==> src/rtl/core/rdf_pkg.sv <==
package rdf_pkg;

  localparam int unsigned SUM_W   = 32;
  localparam int unsigned TIME_W  = 32;
  localparam int unsigned ENTRY_W = SUM_W + TIME_W;
  localparam int unsigned IN_W    = 64;
  localparam int unsigned OUT_W   = 8;
  localparam int unsigned CFG_W   = 32;
  localparam int unsigned CFG_IDX_W = 1;

  localparam logic [CFG_IDX_W-1:0] REG_BYPASS    = 1'b0;
  localparam logic [CFG_IDX_W-1:0] REG_KEEP_TIME = 1'b1;

  localparam logic [TIME_W-1:0] KEEP_TIME_RST = 32'd1000;

  // controller -> datapath
  typedef struct packed {
    logic load;      // capture the item, start the ring walk
    logic step;      // evaluate one entry, read the next
    logic append;    // store the pair at the newest end
    logic out_load;  // move the verdict to the output register
  } rdf_cmd_t;

  // datapath -> controller
  typedef struct packed {
    logic bypass;
    logic empty;
    logic hit;       // live entry with equal checksum
    logic last;      // entry under test is the newest one
  } rdf_sts_t;

endpackage

==> src/rtl/core/rdf_ram.sv <==
module rdf_ram #(
  parameter int unsigned WIDTH = 64,
  parameter int unsigned DEPTH = 16,
  localparam int unsigned AW = (DEPTH > 1) ? $clog2(DEPTH) : 1
) (
  input  logic             clk_i,
  input  logic             we_i,
  input  logic [AW-1:0]    waddr_i,
  input  logic [WIDTH-1:0] wdata_i,
  input  logic             re_i,
  input  logic [AW-1:0]    raddr_i,
  output logic [WIDTH-1:0] rdata_o
);

  logic [WIDTH-1:0] mem_q [DEPTH];

  always_ff @(posedge clk_i) begin
    if (we_i) begin
      mem_q[waddr_i] <= wdata_i;
    end
    if (re_i) begin
      rdata_o <= mem_q[raddr_i];
    end
  end

endmodule

==> src/rtl/core/rdf_ctrl.sv <==
module rdf_ctrl
  import rdf_pkg::*;
(
  input  logic      clk_i,
  input  logic      rst_ni,
  input  logic      s_tvalid_i,
  output logic      s_tready_o,
  output logic      m_tvalid_o,
  input  logic      m_tready_i,
  input  rdf_sts_t  sts_i,
  output rdf_cmd_t  cmd_o
);

  localparam logic [1:0] ST_IDLE   = 2'd0;
  localparam logic [1:0] ST_WALK   = 2'd1;
  localparam logic [1:0] ST_APPEND = 2'd2;
  localparam logic [1:0] ST_FINISH = 2'd3;

  logic [1:0] state_q, state_d;
  logic       m_valid_q, m_valid_d;
  logic       out_free;
  logic       in_fire;

  assign s_tready_o = (state_q == ST_IDLE);
  assign m_tvalid_o = m_valid_q;
  assign in_fire    = s_tready_o & s_tvalid_i;
  assign out_free   = ~m_valid_q | m_tready_i;

  always_comb begin
    cmd_o          = '0;
    cmd_o.load     = in_fire;
    cmd_o.step     = (state_q == ST_WALK);
    cmd_o.append   = (state_q == ST_APPEND);
    cmd_o.out_load = (state_q == ST_FINISH) & out_free;
  end

  always_comb begin
    state_d = state_q;
    unique case (state_q)
      ST_IDLE: begin
        if (in_fire) begin
          priority if (sts_i.bypass) state_d = ST_FINISH;
          else if (sts_i.empty)      state_d = ST_APPEND;
          else                       state_d = ST_WALK;
        end
      end
      ST_WALK: begin
        priority if (sts_i.hit) state_d = ST_FINISH;
        else if (sts_i.last)    state_d = ST_APPEND;
        else                    state_d = ST_WALK;
      end
      ST_APPEND: state_d = ST_FINISH;
      ST_FINISH: begin
        if (out_free) state_d = ST_IDLE;
      end
      default: state_d = ST_IDLE;
    endcase
  end

  always_comb begin
    priority if (cmd_o.out_load) m_valid_d = 1'b1;
    else if (m_tready_i)         m_valid_d = 1'b0;
    else                         m_valid_d = m_valid_q;
  end

  always_ff @(posedge clk_i or negedge rst_ni) begin
    if (!rst_ni) begin
      state_q   <= ST_IDLE;
      m_valid_q <= 1'b0;
    end else begin
      state_q   <= state_d;
      m_valid_q <= m_valid_d;
    end
  end

endmodule

==> src/rtl/core/rdf_dp.sv <==
module rdf_dp
  import rdf_pkg::*;
#(
  parameter int unsigned RING_DEPTH = 16
) (
  input  logic                  clk_i,
  input  logic                  rst_ni,
  input  logic                  cfg_we_i,
  input  logic [CFG_IDX_W-1:0]  cfg_idx_i,
  input  logic [CFG_W-1:0]      cfg_wdata_i,
  input  logic [SUM_W-1:0]      sum_i,
  input  logic [TIME_W-1:0]     now_i,
  output logic                  dup_o,
  input  rdf_cmd_t              cmd_i,
  output rdf_sts_t              sts_o
);

  localparam int unsigned IDX_W = (RING_DEPTH > 1) ? $clog2(RING_DEPTH) : 1;
  localparam int unsigned CNT_W = $clog2(RING_DEPTH + 1);
  localparam logic [IDX_W-1:0] LAST_SLOT = IDX_W'(RING_DEPTH - 1);
  localparam logic [CNT_W-1:0] FULL_CNT  = CNT_W'(RING_DEPTH);

  function automatic logic [IDX_W-1:0] next_slot(input logic [IDX_W-1:0] s);
    if (s == LAST_SLOT) return '0;
    return s + IDX_W'(1);
  endfunction

  logic                 bypass_q;
  logic [TIME_W-1:0]    keep_time_q;
  logic [IDX_W-1:0]     oldest_q, oldest_d;
  logic [CNT_W-1:0]     count_q, count_d;
  logic [IDX_W-1:0]     cur_q;
  logic [CNT_W-1:0]     left_q;
  logic [SUM_W-1:0]     sum_q;
  logic [TIME_W-1:0]    now_q;
  logic                 dup_q;
  logic                 out_dup_q;

  logic [ENTRY_W-1:0]   rdata;
  logic [TIME_W-1:0]    ent_time;
  logic [SUM_W-1:0]     ent_sum;
  logic [TIME_W-1:0]    age;
  logic                 expired;
  logic [IDX_W-1:0]     cur_next;
  logic [IDX_W-1:0]     raddr;
  logic                 re;

  assign ent_sum  = rdata[SUM_W-1:0];
  assign ent_time = rdata[ENTRY_W-1:SUM_W];
  assign age      = now_q - ent_time;
  assign expired  = (age > keep_time_q);
  assign cur_next = next_slot(cur_q);

  // read ahead: the ring is not written during the walk
  assign re    = cmd_i.load | cmd_i.step;
  assign raddr = cmd_i.load ? oldest_q : cur_next;

  rdf_ram #(
    .WIDTH (ENTRY_W),
    .DEPTH (RING_DEPTH)
  ) u_ring (
    .clk_i   (clk_i),
    .we_i    (cmd_i.append),
    .waddr_i (cur_q),
    .wdata_i ({now_q, sum_q}),
    .re_i    (re),
    .raddr_i (raddr),
    .rdata_o (rdata)
  );

  always_comb begin
    sts_o        = '0;
    sts_o.bypass = bypass_q;
    sts_o.empty  = (count_q == '0);
    sts_o.hit    = ~expired & (ent_sum == sum_q);
    sts_o.last   = (left_q == CNT_W'(1));
  end

  always_comb begin
    oldest_d = oldest_q;
    count_d  = count_q;
    if (cmd_i.step && expired) begin
      // drop this entry and every older one
      count_d  = left_q - CNT_W'(1);
      oldest_d = cur_next;
    end else if (cmd_i.append) begin
      if (count_q == FULL_CNT) begin
        oldest_d = next_slot(oldest_q);
      end else begin
        count_d = count_q + CNT_W'(1);
      end
    end
  end

  always_ff @(posedge clk_i or negedge rst_ni) begin
    if (!rst_ni) begin
      bypass_q    <= 1'b0;
      keep_time_q <= KEEP_TIME_RST;
      oldest_q    <= '0;
      count_q     <= '0;
    end else begin
      if (cfg_we_i) begin
        unique case (cfg_idx_i)
          REG_BYPASS:    bypass_q    <= cfg_wdata_i[0];
          REG_KEEP_TIME: keep_time_q <= cfg_wdata_i[TIME_W-1:0];
          default:       ;
        endcase
      end
      oldest_q <= oldest_d;
      count_q  <= count_d;
    end
  end

  always_ff @(posedge clk_i) begin
    if (cmd_i.load) begin
      sum_q  <= sum_i;
      now_q  <= now_i;
      cur_q  <= oldest_q;
      left_q <= count_q;
      dup_q  <= 1'b0;
    end else if (cmd_i.step) begin
      cur_q  <= cur_next;
      left_q <= left_q - CNT_W'(1);
      if (sts_o.hit) dup_q <= 1'b1;
    end
    if (cmd_i.out_load) begin
      out_dup_q <= dup_q;
    end
  end

  assign dup_o = out_dup_q;

endmodule

==> src/rtl/core/recent_duplicate_filter_unit.sv <==
// Channel   Dir  Fields (low bit first)
// s_axis    in   tdata: frame_checksum[31:0], now_time[63:32]
// m_axis    out  tdata: is_duplicate[0], zero fill [7:1]
// cfg       in   index 0 bypass (wdata[0]), index 1 keep_time (wdata[31:0])
//
// When filtering, an item walks the live ring entries, one a cycle, from the
// registered-read ring memory and stops at the first live match; with no match
// the item is then appended. In bypass the ring is neither walked nor written.
// One item is in work at a time; a new beat is taken once the verdict sits in
// the output register, which holds it while m_axis_tready_i is low.
// Reset empties the ring and sets keep_time to 1000, bypass off.
module recent_duplicate_filter_unit
  import rdf_pkg::*;
#(
  parameter int unsigned RING_DEPTH = 16
) (
  input  logic                 clk_i,
  input  logic                 rst_ni,
  input  logic                 s_axis_tvalid_i,
  output logic                 s_axis_tready_o,
  input  logic [IN_W-1:0]      s_axis_tdata_i,   // frame_checksum, now_time
  output logic                 m_axis_tvalid_o,
  input  logic                 m_axis_tready_i,
  output logic [OUT_W-1:0]     m_axis_tdata_o,   // is_duplicate, zero fill
  input  logic                 cfg_we_i,
  input  logic [CFG_IDX_W-1:0] cfg_idx_i,
  input  logic [CFG_W-1:0]     cfg_wdata_i
);

  rdf_cmd_t cmd;
  rdf_sts_t sts;
  logic     dup;

  rdf_ctrl u_ctrl (
    .clk_i      (clk_i),
    .rst_ni     (rst_ni),
    .s_tvalid_i (s_axis_tvalid_i),
    .s_tready_o (s_axis_tready_o),
    .m_tvalid_o (m_axis_tvalid_o),
    .m_tready_i (m_axis_tready_i),
    .sts_i      (sts),
    .cmd_o      (cmd)
  );

  rdf_dp #(
    .RING_DEPTH (RING_DEPTH)
  ) u_dp (
    .clk_i       (clk_i),
    .rst_ni      (rst_ni),
    .cfg_we_i    (cfg_we_i),
    .cfg_idx_i   (cfg_idx_i),
    .cfg_wdata_i (cfg_wdata_i),
    .sum_i       (s_axis_tdata_i[SUM_W-1:0]),
    .now_i       (s_axis_tdata_i[SUM_W+TIME_W-1:SUM_W]),
    .dup_o       (dup),
    .cmd_i       (cmd),
    .sts_o       (sts)
  );

  assign m_axis_tdata_o = {{(OUT_W-1){1'b0}}, dup};

endmodule

==> config.mk <==
export PLATFORM = sky130hd
export DESIGN_NAME = recent_duplicate_filter_unit
export DESIGN_NICKNAME = d
export VERILOG_FILES = /design/src/rtl/core/rdf_pkg.sv /design/src/rtl/core/rdf_ram.sv /design/src/rtl/core/rdf_ctrl.sv /design/src/rtl/core/rdf_dp.sv /design/src/rtl/core/recent_duplicate_filter_unit.sv
export SDC_FILE = /design/constraint.sdc
export NUM_CORES = 1
export LEC_CHECK = 0
export ABC_AREA = 1
export BUFFER_PORTS_ARGS = -buffer_cell sky130_fd_sc_hd__buf_2
export CAP_MARGIN = 20
export CORE_MARGIN = 10
export CORE_UTILIZATION = 50
export CTS_CLUSTER_DIAMETER = 60
export DETAILED_ROUTE_END_ITERATION = 7
export PLACE_DENSITY = 0.64
export RECOVER_POWER = 50
export SETUP_SLACK_MARGIN = 0.02
export SLEW_MARGIN = 40
export SYNTH_ARGS = -nofsm -noshare
export SYNTH_HDL_FRONTEND = slang
export SYNTH_SLANG_ARGS = --single-unit
==> constraint.sdc <==
create_clock -name clk_i -period 7.9 [get_ports clk_i]
set_clock_uncertainty 0.15 [all_clocks]
set_input_delay 1.58 -clock clk_i [delete_from_list [all_inputs] [get_ports clk_i]]
set_output_delay 1.58 -clock clk_i [all_outputs]
set_load 0.01 [all_outputs]
Word level (Yosys, flattened, before mapping). Memory sizes are Yosys's and may differ from the RTL's. A register that Yosys moved wholly into a read port is not among the register bits. Index checks and enable logic that the tools add are counted.

Bits in registers: 120. Bits in latches: 0. RAM bits: 1024. ROM bits: 0. Input bits: 102. Output and inout bits: 10. Logic and storage cells: 82. Memories kept: 1.

Memory list: u_dp.u_ring.mem_q (depth 16, bits a word 64, read ports 1, clocked after memory_dff 1, wr ports 1, line rdf_ram.sv:15) `logic [WIDTH-1:0] mem_q [DEPTH];`.

Add/subtract/negate cells: 5. $mul: 0. Divide/modulo/power cells: 0. Magnitude comparators: 1. Equal/unequal tests: 11. Shift-type cells: 0. Mux-type cells: 31. Bitwise operators: 8. Reductions and logical operators: 13.

Operators by type and width (count): 2-to-1 mux 4 bit (10); equality test 32 bit (1); > comparator 32 bit (1); subtractor 32 bit (1); 2-to-1 mux 5 bit (5); 2-to-1 mux 2 bit (6); AND reduction 2 bit (6); 2-to-1 mux 1 bit (9); adder 4 x 1 -> 4 bit (second input constant) (2); equality test 4 bit (second input constant) (2); one-hot mux 2 bit (4 select lines) (1); nonzero test 2 bit (4); adder 5 x 1 -> 5 bit (second input constant) (1); equality test 5 x 1 -> 1 bit (second input constant) (1); equality test 5 bit (second input constant) (1); logical NOT 5 bit (1); subtractor 5 x 1 -> 5 bit (second input constant) (1); equality test 2 bit (second input constant) (2); inequality test 2 x 1 -> 1 bit (second input constant) (2); bitwise AND 1 bit (3); inverter 1 bit (3); equality test 2 x 1 -> 1 bit (second input constant) (1); logical NOT 2 bit (1); inequality test 2 bit (second input constant) (1); 2 further kinds (3).

Depth between registers and ports, before layout. Gate-level depths: netlist of the first run.

Word-level depth: 9. Gate-level depth with buffers: 25. Depth with buffers taken out: 25.

Cells and area by module. From an unflattened synthesis of the first run, not the netlist that was laid out.

Cells, all modules: 5130. Area total of the unflattened synthesis: 53751.6 sq um.

Modules (own cells, without submodules): rdf_ram (instances 1, cells each 4210, area each 45926.5 sq um, sequential area each 32671.3 sq um); rdf_dp (instances 1, cells each 877, area each 7551.0 sq um, sequential area each 3300.7 sq um); rdf_ctrl (instances 1, cells each 34, area each 210.2 sq um, sequential area each 75.1 sq um); recent_duplicate_filter_unit (instances 1, cells each 9, area each 63.8 sq um, sequential area each 0.0 sq um).

Least setup slack after synthesis of the first run. Ideal clock, no wire load.

Path type: register -> register. Start: reg u_ctrl.state_q[1]. End: mem u_dp.u_ring.mem_q[0][0], enable pin. Setup time: 0.486 ns. Arrival time: 3.573 ns. Data required time: 7.264 ns. Path slack: 3.691 ns. Stages on the path, launching flop included: 5. Buffers on the path: 0. Clock period less this slack: 4.209 ns. Cell sequence: dfrtp_1 > inv_1 > nor2_1 > nand2_1 > nor2_1.

Word-level cells in the longest chain between the ends: 3.

RTL lines: from (decl) (line rdf_ctrl.sv:19) `logic [1:0] state_q, state_d;`; from (signal assigned) (line rdf_ctrl.sv:71) `state_q <= state_d;`; equality test 2 bit (line rdf_ctrl.sv:33) `cmd_o.append = (state_q == ST_APPEND);`; 2-to-1 mux 1 bit (line rdf_ram.sv:18) `if (we_i) begin`; 2-to-1 mux 1 bit (not written as such) (line rdf_ram.sv:19) `mem_q[waddr_i] <= wdata_i;`; to (decl) (line rdf_ram.sv:15).

No other way between the ends.

Final worst setup path of the first run.
Start: in s_axis_tvalid_i. End: reg u_dp.u_ring.rdata_o[57], read port of u_dp.u_ring.mem_q, enable pin.

Word-level cells in the longest chain between the ends: 2. Elaborated cells on any way between the ends: 3. Classes of those cells: 1 x mux; 2 x bitwise.

RTL lines: from (decl) (line recent_duplicate_filter_unit.sv:19) `input logic s_axis_tvalid_i,`; bitwise AND 1 bit (line rdf_ctrl.sv:26) `assign in_fire = s_tready_o & s_tvalid_i;`; OR 1 bit (line rdf_dp.sv:55) `assign re = cmd_i.load | cmd_i.step;`; named net u_dp.re (line rdf_dp.sv:46) `logic re;`; to (decl) (line rdf_ram.sv:12) `output logic [WIDTH-1:0] rdata_o`.

The timed path passes the listed nets, and every way through them passes these cells. A chain may end at the register's enable or synchronous reset.

==> results.sh, run 1 <==
export IMPL_outcome="finished with violations"
export IMPL_violations="max-capacitance violations, max-slew violations"
export IMPL_io_pins=112
export IMPL_hp_class="flop to flop"
export IMPL_design_die_area_sq_mm=0.113
export IMPL_synth_flop_cell="edfxtp_1"
export IMPL_p_int_mw=14.2
export IMPL_drive_above_1_share_pct=8.23
export IMPL_comb_power_share_pct=41.3
export IMPL_utilization_pct=56.1
export IMPL_syn2layout_area_growth_pct=10.8
export IMPL_die_w_um=336
export IMPL_fp_coreArea_sq_mm=0.0989
export IMPL_syn_avg_cell_area_sq_um=12.5
export IMPL_nFillCells=8049
export IMPL_dp_hpwl_um=61900
export IMPL_antennaDiodeCount=0
export IMPL_cp_slowest_cell="nand2_1"
export IMPL_die_h_um=336
export IMPL_multi_input_area_sq_mm=0.0122
export IMPL_whs_ns=0.293
export IMPL_worst_path_buf_inv=2
export IMPL_yosys_warnings=0
export IMPL_initial_core_util_pct=50.6
export IMPL_ys_ff_latch=1208
export IMPL_grt_pass1_wl_um=183000
export IMPL_synth_async_reset_ratio_pct=3.73
export IMPL_critPathMostFrequentCell="nand2_1"
export IMPL_max_slew_margin_rel_pct=-117
export IMPL_synth_edf_count=1162
export IMPL_finalSetupViolations=0
export IMPL_dr_pass1_iters=5
export IMPL_cts_root_buf="clkbuf_16"
export IMPL_antenna_found_initial=1
export IMPL_required_ns=8.07
export IMPL_io_buffers=104
export IMPL_cp_top_family="simple AND/OR/NAND/NOR gates"
export IMPL_grt_max_degree=173
export IMPL_ys_types=41
export IMPL_synth_top_cell_area_share_pct=69.8
export IMPL_synth_area_leaders="edfxtp_1, nor2_1, o211ai_1"
export IMPL_cp_slowest_stage_delay_ns=2.39
export IMPL_cts_setup_buffers=0
export IMPL_min_period_ns=5.14
export IMPL_drc=0
export IMPL_cts_tree="built"
export IMPL_grtUsageTotal_pct=21.2
export IMPL_avgViaCountPerCell=5.69
export IMPL_cp_start_kind="primary input"
export IMPL_hold_violations=0
export IMPL_cap_viol_max_count=3
export IMPL_cts_buffer_depth=3
export IMPL_maxSlewViolCount=157
export IMPL_cts_resized=0
export IMPL_fin_cells=5441
export IMPL_total_power_mw=23.8
export IMPL_clkPwrFrac_pct=22.7
export IMPL_netSwitchingPower_mw=9.62
export IMPL_rows=115
export IMPL_clock_sinks=1208
export IMPL_numCtsBuffers=121
export IMPL_cts_hold_buf=0
export IMPL_grt_ovfl_total=0
export IMPL_wl_um=122000
export IMPL_grt_pass1_vias=29538
export IMPL_synth_area_leader_cell="edfxtp_1"
export IMPL_cts_clk_slew_worst_paths_ns=0.06
export IMPL_ys_seq_area_share_pct=72.1
export IMPL_power_density_mw_per_mm2=429
export IMPL_gp_congestion=0.819
export IMPL_avgRoutedWirePerCell_um=22.4
export IMPL_endpoint_kind="flop"
export IMPL_final_cell_mix="edfxtp_1, nor2_1, o21ai_0"
export IMPL_regArea_sq_mm=0.0360
export IMPL_fmax_ghz=0.195
export IMPL_crit_chain="clkbuf_1 > nand2_1 > nand2_1 > buf_4"
export IMPL_post_route_period_util_pct=65.0
export IMPL_dr_first_iter_drc_count=3423
export IMPL_p_leak_nw=19.0
export IMPL_syn_inst=3996
export IMPL_dp_cells=5221
export IMPL_htreeDepth=3
export IMPL_fin_tns_setup_ns=0
export IMPL_arrival_ns=5.30
export IMPL_final_common_cell="edfxtp_1"
export IMPL_critPathMaxFanout=45
export IMPL_synth_area_sq_mm=0.0500
export IMPL_grt_setup_unrepaired="false"
export IMPL_clk_latency_ns=0.72
export IMPL_vdd_ir_drop_max_v=0.000406
export IMPL_worst_setup_path_type="primary input to flop"
export IMPL_dr_total_vias=30983
export IMPL_p_seq_share_pct=36.0
export IMPL_tightestPinTransition_ns=3.26
export IMPL_sw_frac_of_total_pct=40.4
export IMPL_ant_nets=0
export IMPL_nets=4233
## metrics by stage
step,instance area (sq um),setup slack (ns)
after floorplan,50000,3.69
after detailed placement,51700,2.42
after global placement,51500,2.79
final,55400,2.76
after global routing,55400,2.55
after CTS,55500,3.04
## final timing paths
check,end,slack (ns),cells after the start,start
setup / recovery,u_dp.u_ring.rdata_o[57],2.76,4,s_axis_tvalid_i
hold / removal,u_dp.dup_o,0.29,0,u_dp.dup_q
setup reg to reg,u_dp.oldest_q[0],3.08,20,u_dp.now_q[0]
hold reg to reg,u_dp.dup_o,0.29,0,u_dp.dup_q
max in group asynchronous,u_dp.oldest_q[0],4.70,1,rst_ni
min in group asynchronous,u_dp.keep_time_q[2],1.48,1,rst_ni
## layer usage
| layer | wire [um] | GRT usage [%] | up-vias |
|---|---|---|---|
| met5 | 13 | 0 | - |
| met4 | 2800 | 5.36 | 2 |
| met3 | 8960 | 3.74 | 214 |
| met2 | 57000 | 34.3 | 1014 |
| met1 | 53200 | 29.7 | 15208 |
| li1 | - | - | 14545 |
## power groups by stage
| stage | Combinational (mW) | Clock, mW | Sequential (mW) |
|---|---|---|---|
| 2_1_floorplan | 7.42 | 0 | 8.52 |
| 3_3_place_gp | 9.67 | 0 | 8.66 |
| 3_5_place_dp | 9.87 | 0 | 8.67 |
| 4_1_cts | 9.91 | 5.49 | 8.54 |
| 5_1_grt | 11.1 | 5.74 | 8.63 |
| 6_report | 9.83 | 5.41 | 8.56 |
## cell usage after synthesis, types with 28 or more instances
cell type and n:
edfxtp_1 1162, nor2_1 884, o21ai_0 304, o211ai_1 262, nand2_1 251, o21ai_1 244
inv_1 169, nand3_1 168, buf_2 146, a21oi_1 84, ha_1 72, dfrtp_1 39
clkbuf_1 33, xor2_1 28
## final cells by class
class                      count  share of cell area [%]
sequential                  1208                    65.1
multi-input combinational   2395                    22.0
tap                         1287                    2.91
inverter                     173                    1.23
clock inverter                71                    1.10
clock buffer                 148                    5.65
timing repair buffer         159                    2.03
## flip-flops by register name, summed over array words and instances (netlist names)
register             count
u_ctrl.m_tvalid_o        1
u_dp.oldest_q            4
u_dp.now_q              32
u_dp.keep_time_q        32
u_dp.bypass_q            1
u_ctrl.state_q           2
u_dp.cur_q               4
u_dp.sum_q              32
u_dp.dup_q               1
u_dp.u_ring.rdata_o     64
u_dp.u_ring.mem_q     1024
u_dp.count_q             5
u_dp.dup_o               1
u_dp.left_q              5
## cells by family (layout without fill, tap and decap cells)
family / Yosys count / after routing / share of synthesized area [%]
simple gates: 1347 / 1347 / 10.8
fa+ha+maj: 73 / 73 / 1.84
buf+inv: 399 / 551 / 3.83
other cells: 1 / 7 / 0.00750
xor+xnor: 48 / 48 / 0.841
compound gates: 920 / 920 / 10.6
flops: 1208 / 1208 / 72.1
No activity file was read; power rests on OpenSTA's default activity.
==> run 2: changes to the inputs <==
--- a/config.mk
+++ b/config.mk
@@ -12,7 +12,7 @@
 export CORE_UTILIZATION = 50
 export CTS_CLUSTER_DIAMETER = 60
 export DETAILED_ROUTE_END_ITERATION = 7
-export PLACE_DENSITY = 0.64
+export PLACE_DENSITY = 0.67
 export RECOVER_POWER = 50
 export SETUP_SLACK_MARGIN = 0.02
 export SLEW_MARGIN = 40
==> constraint.sdc (replaced) <==
create_clock -name clk_i -period 4.43 [get_ports clk_i]
set_clock_uncertainty 0.15 [all_clocks]
set_input_delay 0.886 -clock clk_i [delete_from_list [all_inputs] [get_ports clk_i]]
set_output_delay 0.886 -clock clk_i [all_outputs]
set_load 0.01 [all_outputs]
==> run 2 against run 1 <==
The run still ends with max-capacitance violations, max-slew violations left. Power increased by 82%. Sequential cell count unchanged. Count of clock-buffer cells in the layout increased by 3. Core utilization increased by 0.70 points. Die area unchanged. Sequential share of layout area decreased by 0.80 points. Highest routed layer is now met4. First-iteration DRC count decreased by 2.4%. Register-to-register slack got worse by 2.6 ns. Setup slack got worse by 2.3 ns. Final cell count increased by 1.0%. Design area increased by 1.3%.
==> results.sh, run 2 (synthesis gave the netlist of run 1 again) <==
export IMPL_outcome="finished with violations"
export IMPL_violations="max-capacitance violations, max-slew violations"
export IMPL_largest_reg_flops=1024
export IMPL_final_cell_mix="edfxtp_1, nor2_1, o21ai_0"
export IMPL_r2r_end="u_dp.oldest_q[3]"
export IMPL_cts_buffer_depth=3
export IMPL_clock_sinks=1208
export IMPL_dr_first_iter_drc_count=3340
export IMPL_io_buffers=104
export IMPL_dr_pass1_iters=5
export IMPL_vdd_ir_drop_max_v=0.000776
export IMPL_cp_slowest_cell="edfxtp_1"
export IMPL_initial_core_util_pct=50.6
export IMPL_fp_coreArea_sq_mm=0.0989
export IMPL_reg2reg_slack_ns=0.51
export IMPL_numCtsBuffers=120
export IMPL_fin_area_sq_mm=0.0561
export IMPL_reg2reg_depth=19
export IMPL_fin_tns_setup_ns=0
export IMPL_avgViaCountPerCell=5.72
export IMPL_required_ns=4.87
export IMPL_arrival_ns=4.36
export IMPL_grt_pass1_wl_um=184000
export IMPL_hp_start="s_axis_tdata_i[13]"
export IMPL_crit_chain="ha_1 > nand2_1 > nor2_1 > inv_1 > nor2_1 > nand3_1 > nand2_1 > xor2_1 > inv_1 > ha_1 > nand2_1 > nor2_1 > nor3b_2 > nand2_1 > nand2_1 > nand3_2 > buf_4 > o21ai_0 > inv_1"
export IMPL_endpoint_kind="flop"
export IMPL_finalSetupViolations=0
export IMPL_antenna_found_initial=5
export IMPL_dr_total_vias=31435
export IMPL_fmax_ghz=0.255
export IMPL_power_density_mw_per_mm2=774
export IMPL_wl_um=122000
export IMPL_grt_setup_unrepaired="false"
export IMPL_gp_congestion=0.870
export IMPL_min_delay_path_depth=1
export IMPL_rows=115
export IMPL_syn2layout_area_growth_pct=12.2
export IMPL_clk_latency_ns=0.71
export IMPL_tightestPinTransition_ns=2.42
export IMPL_cp_slowest_stage_delay_ns=0.66
export IMPL_ant_nets=0
export IMPL_antennaDiodeCount=0
export IMPL_final_common_cell="edfxtp_1"
export IMPL_design_die_area_sq_mm=0.113
export IMPL_cts_hold_buf=0
export IMPL_die_w_um=336
export IMPL_regMostFlops="u_dp.u_ring.mem_q"
export IMPL_cap_viol_max_count=3
export IMPL_post_route_period_util_pct=88.5
export IMPL_maxSlewViolCount=143
export IMPL_worst_setup_path_type="flop to flop"
export IMPL_max_slew_margin_rel_pct=-61.5
export IMPL_io_pins=112
export IMPL_reg_top3="u_dp.u_ring.mem_q x1024, u_dp.u_ring.rdata_o x64"
export IMPL_drc=0
export IMPL_cp_top_family="simple AND/OR/NAND/NOR gates"
export IMPL_min_to="u_dp.sum_q[13]"
export IMPL_cts_tree="built"
export IMPL_dp_hpwl_um=63900
export IMPL_critPathMaxFanout=17
export IMPL_worst_path_buf_inv=4
export IMPL_placed_area_sq_mm=0.0523
export IMPL_reg2reg_from="u_dp.now_q[14]"
export IMPL_cts_clk_slew_worst_paths_ns=0.06
export IMPL_drive_above_1_share_pct=8.74
export IMPL_min_period_ns=3.92
export IMPL_p_leak_nw=19.3
export IMPL_grt_max_degree=196
export IMPL_avgRoutedWirePerCell_um=22.3
export IMPL_cp_start_kind="flop"
export IMPL_htreeDepth=3
export IMPL_grt_ovfl_total=0
export IMPL_critPathMostFrequentCell="nand2_1"
export IMPL_die_h_um=336
export IMPL_hold_violations=0
export IMPL_grtUsageTotal_pct=21.2
export IMPL_grt_pass1_vias=30258
export IMPL_hp_class="primary input to flop"
export IMPL_cts_root_buf="clkbuf_16"
export IMPL_nets=4280
run 2: changes by cell type in the layout (fill, tap and decap cells not counted), moves of 3 or more:
cell / change
clkbuf_8: +3
clkbuf_1: +31
clkinvlp_4: -5
inv_6: +4
buf_6: -10
bufinv_16: +4
buf_12: +34
buf_8: -6
run 2: worst max path at each step:
stage,start,end,slack (ns),cells after the start
2_1_floorplan,u_ctrl.state_q[1],u_dp.u_ring.mem_q[0][0],0.22,4
3_3_place_gp,u_dp.now_q[18],u_dp.oldest_q[0],0.32,17
3_5_place_dp,u_dp.now_q[18],u_dp.oldest_q[0],0.20,17
4_1_cts,u_dp.now_q[18],u_dp.oldest_q[0],0.19,17
5_1_grt,u_dp.now_q[6],u_dp.oldest_q[3],0.06,22
6_report,u_dp.now_q[14],u_dp.oldest_q[3],0.51,19
run 2: repair_timing:
item | CTS | global route
endpoints found under the setup margin | 0 | 9
resized for setup | 0 | 6
setup buffers | 0 | 5
run 2: power by group:
part	total (mW)	internal [mW]	switching, mW
logic	18.5	5.87	12.6
clock network	9.96	5.67	4.29
registers	15.0	14.4	0.574
run 2: metal layers:
metal / global-route usage, % / share of wire [%] / vias up
li1: - / - / 14643
met1: 29.7 / 43 / 15399
met2: 34.6 / 47 / 1216
met3: 3.01 / 8.1 / 177
met4: 5.84 / 2.2 / 0
met5: 0 / 0 / -
run 2: metrics by stage:
step / worst slack (ns) / util, % / total power [mW] / hold slack [ns] / std cells
after global placement: 0.319 / 52.9 / 33.3 / 0.268 / 5263
after detailed placement: 0.203 / 52.9 / 33.7 / 0.272 / 5264
final: 0.509 / 56.8 / 43.4 / 0.198 / 5496
after CTS: 0.189 / 56.8 / 43.6 / 0.106 / 5490
after floorplan: 0.221 / - / 28.4 / 0.258 / 4002
after global routing: 0.0595 / 56.8 / 46.3 / 0.174 / 5496
run 2: layout make-up:
class                      count  area, sq um
fill                        7913        42700
sequential                  1208        36000
multi-input combinational   2395        12200
clock buffer                 151         3170
timing repair buffer         207         1670
tap                         1287         1610
clock inverter                75          702
inverter                     173          686
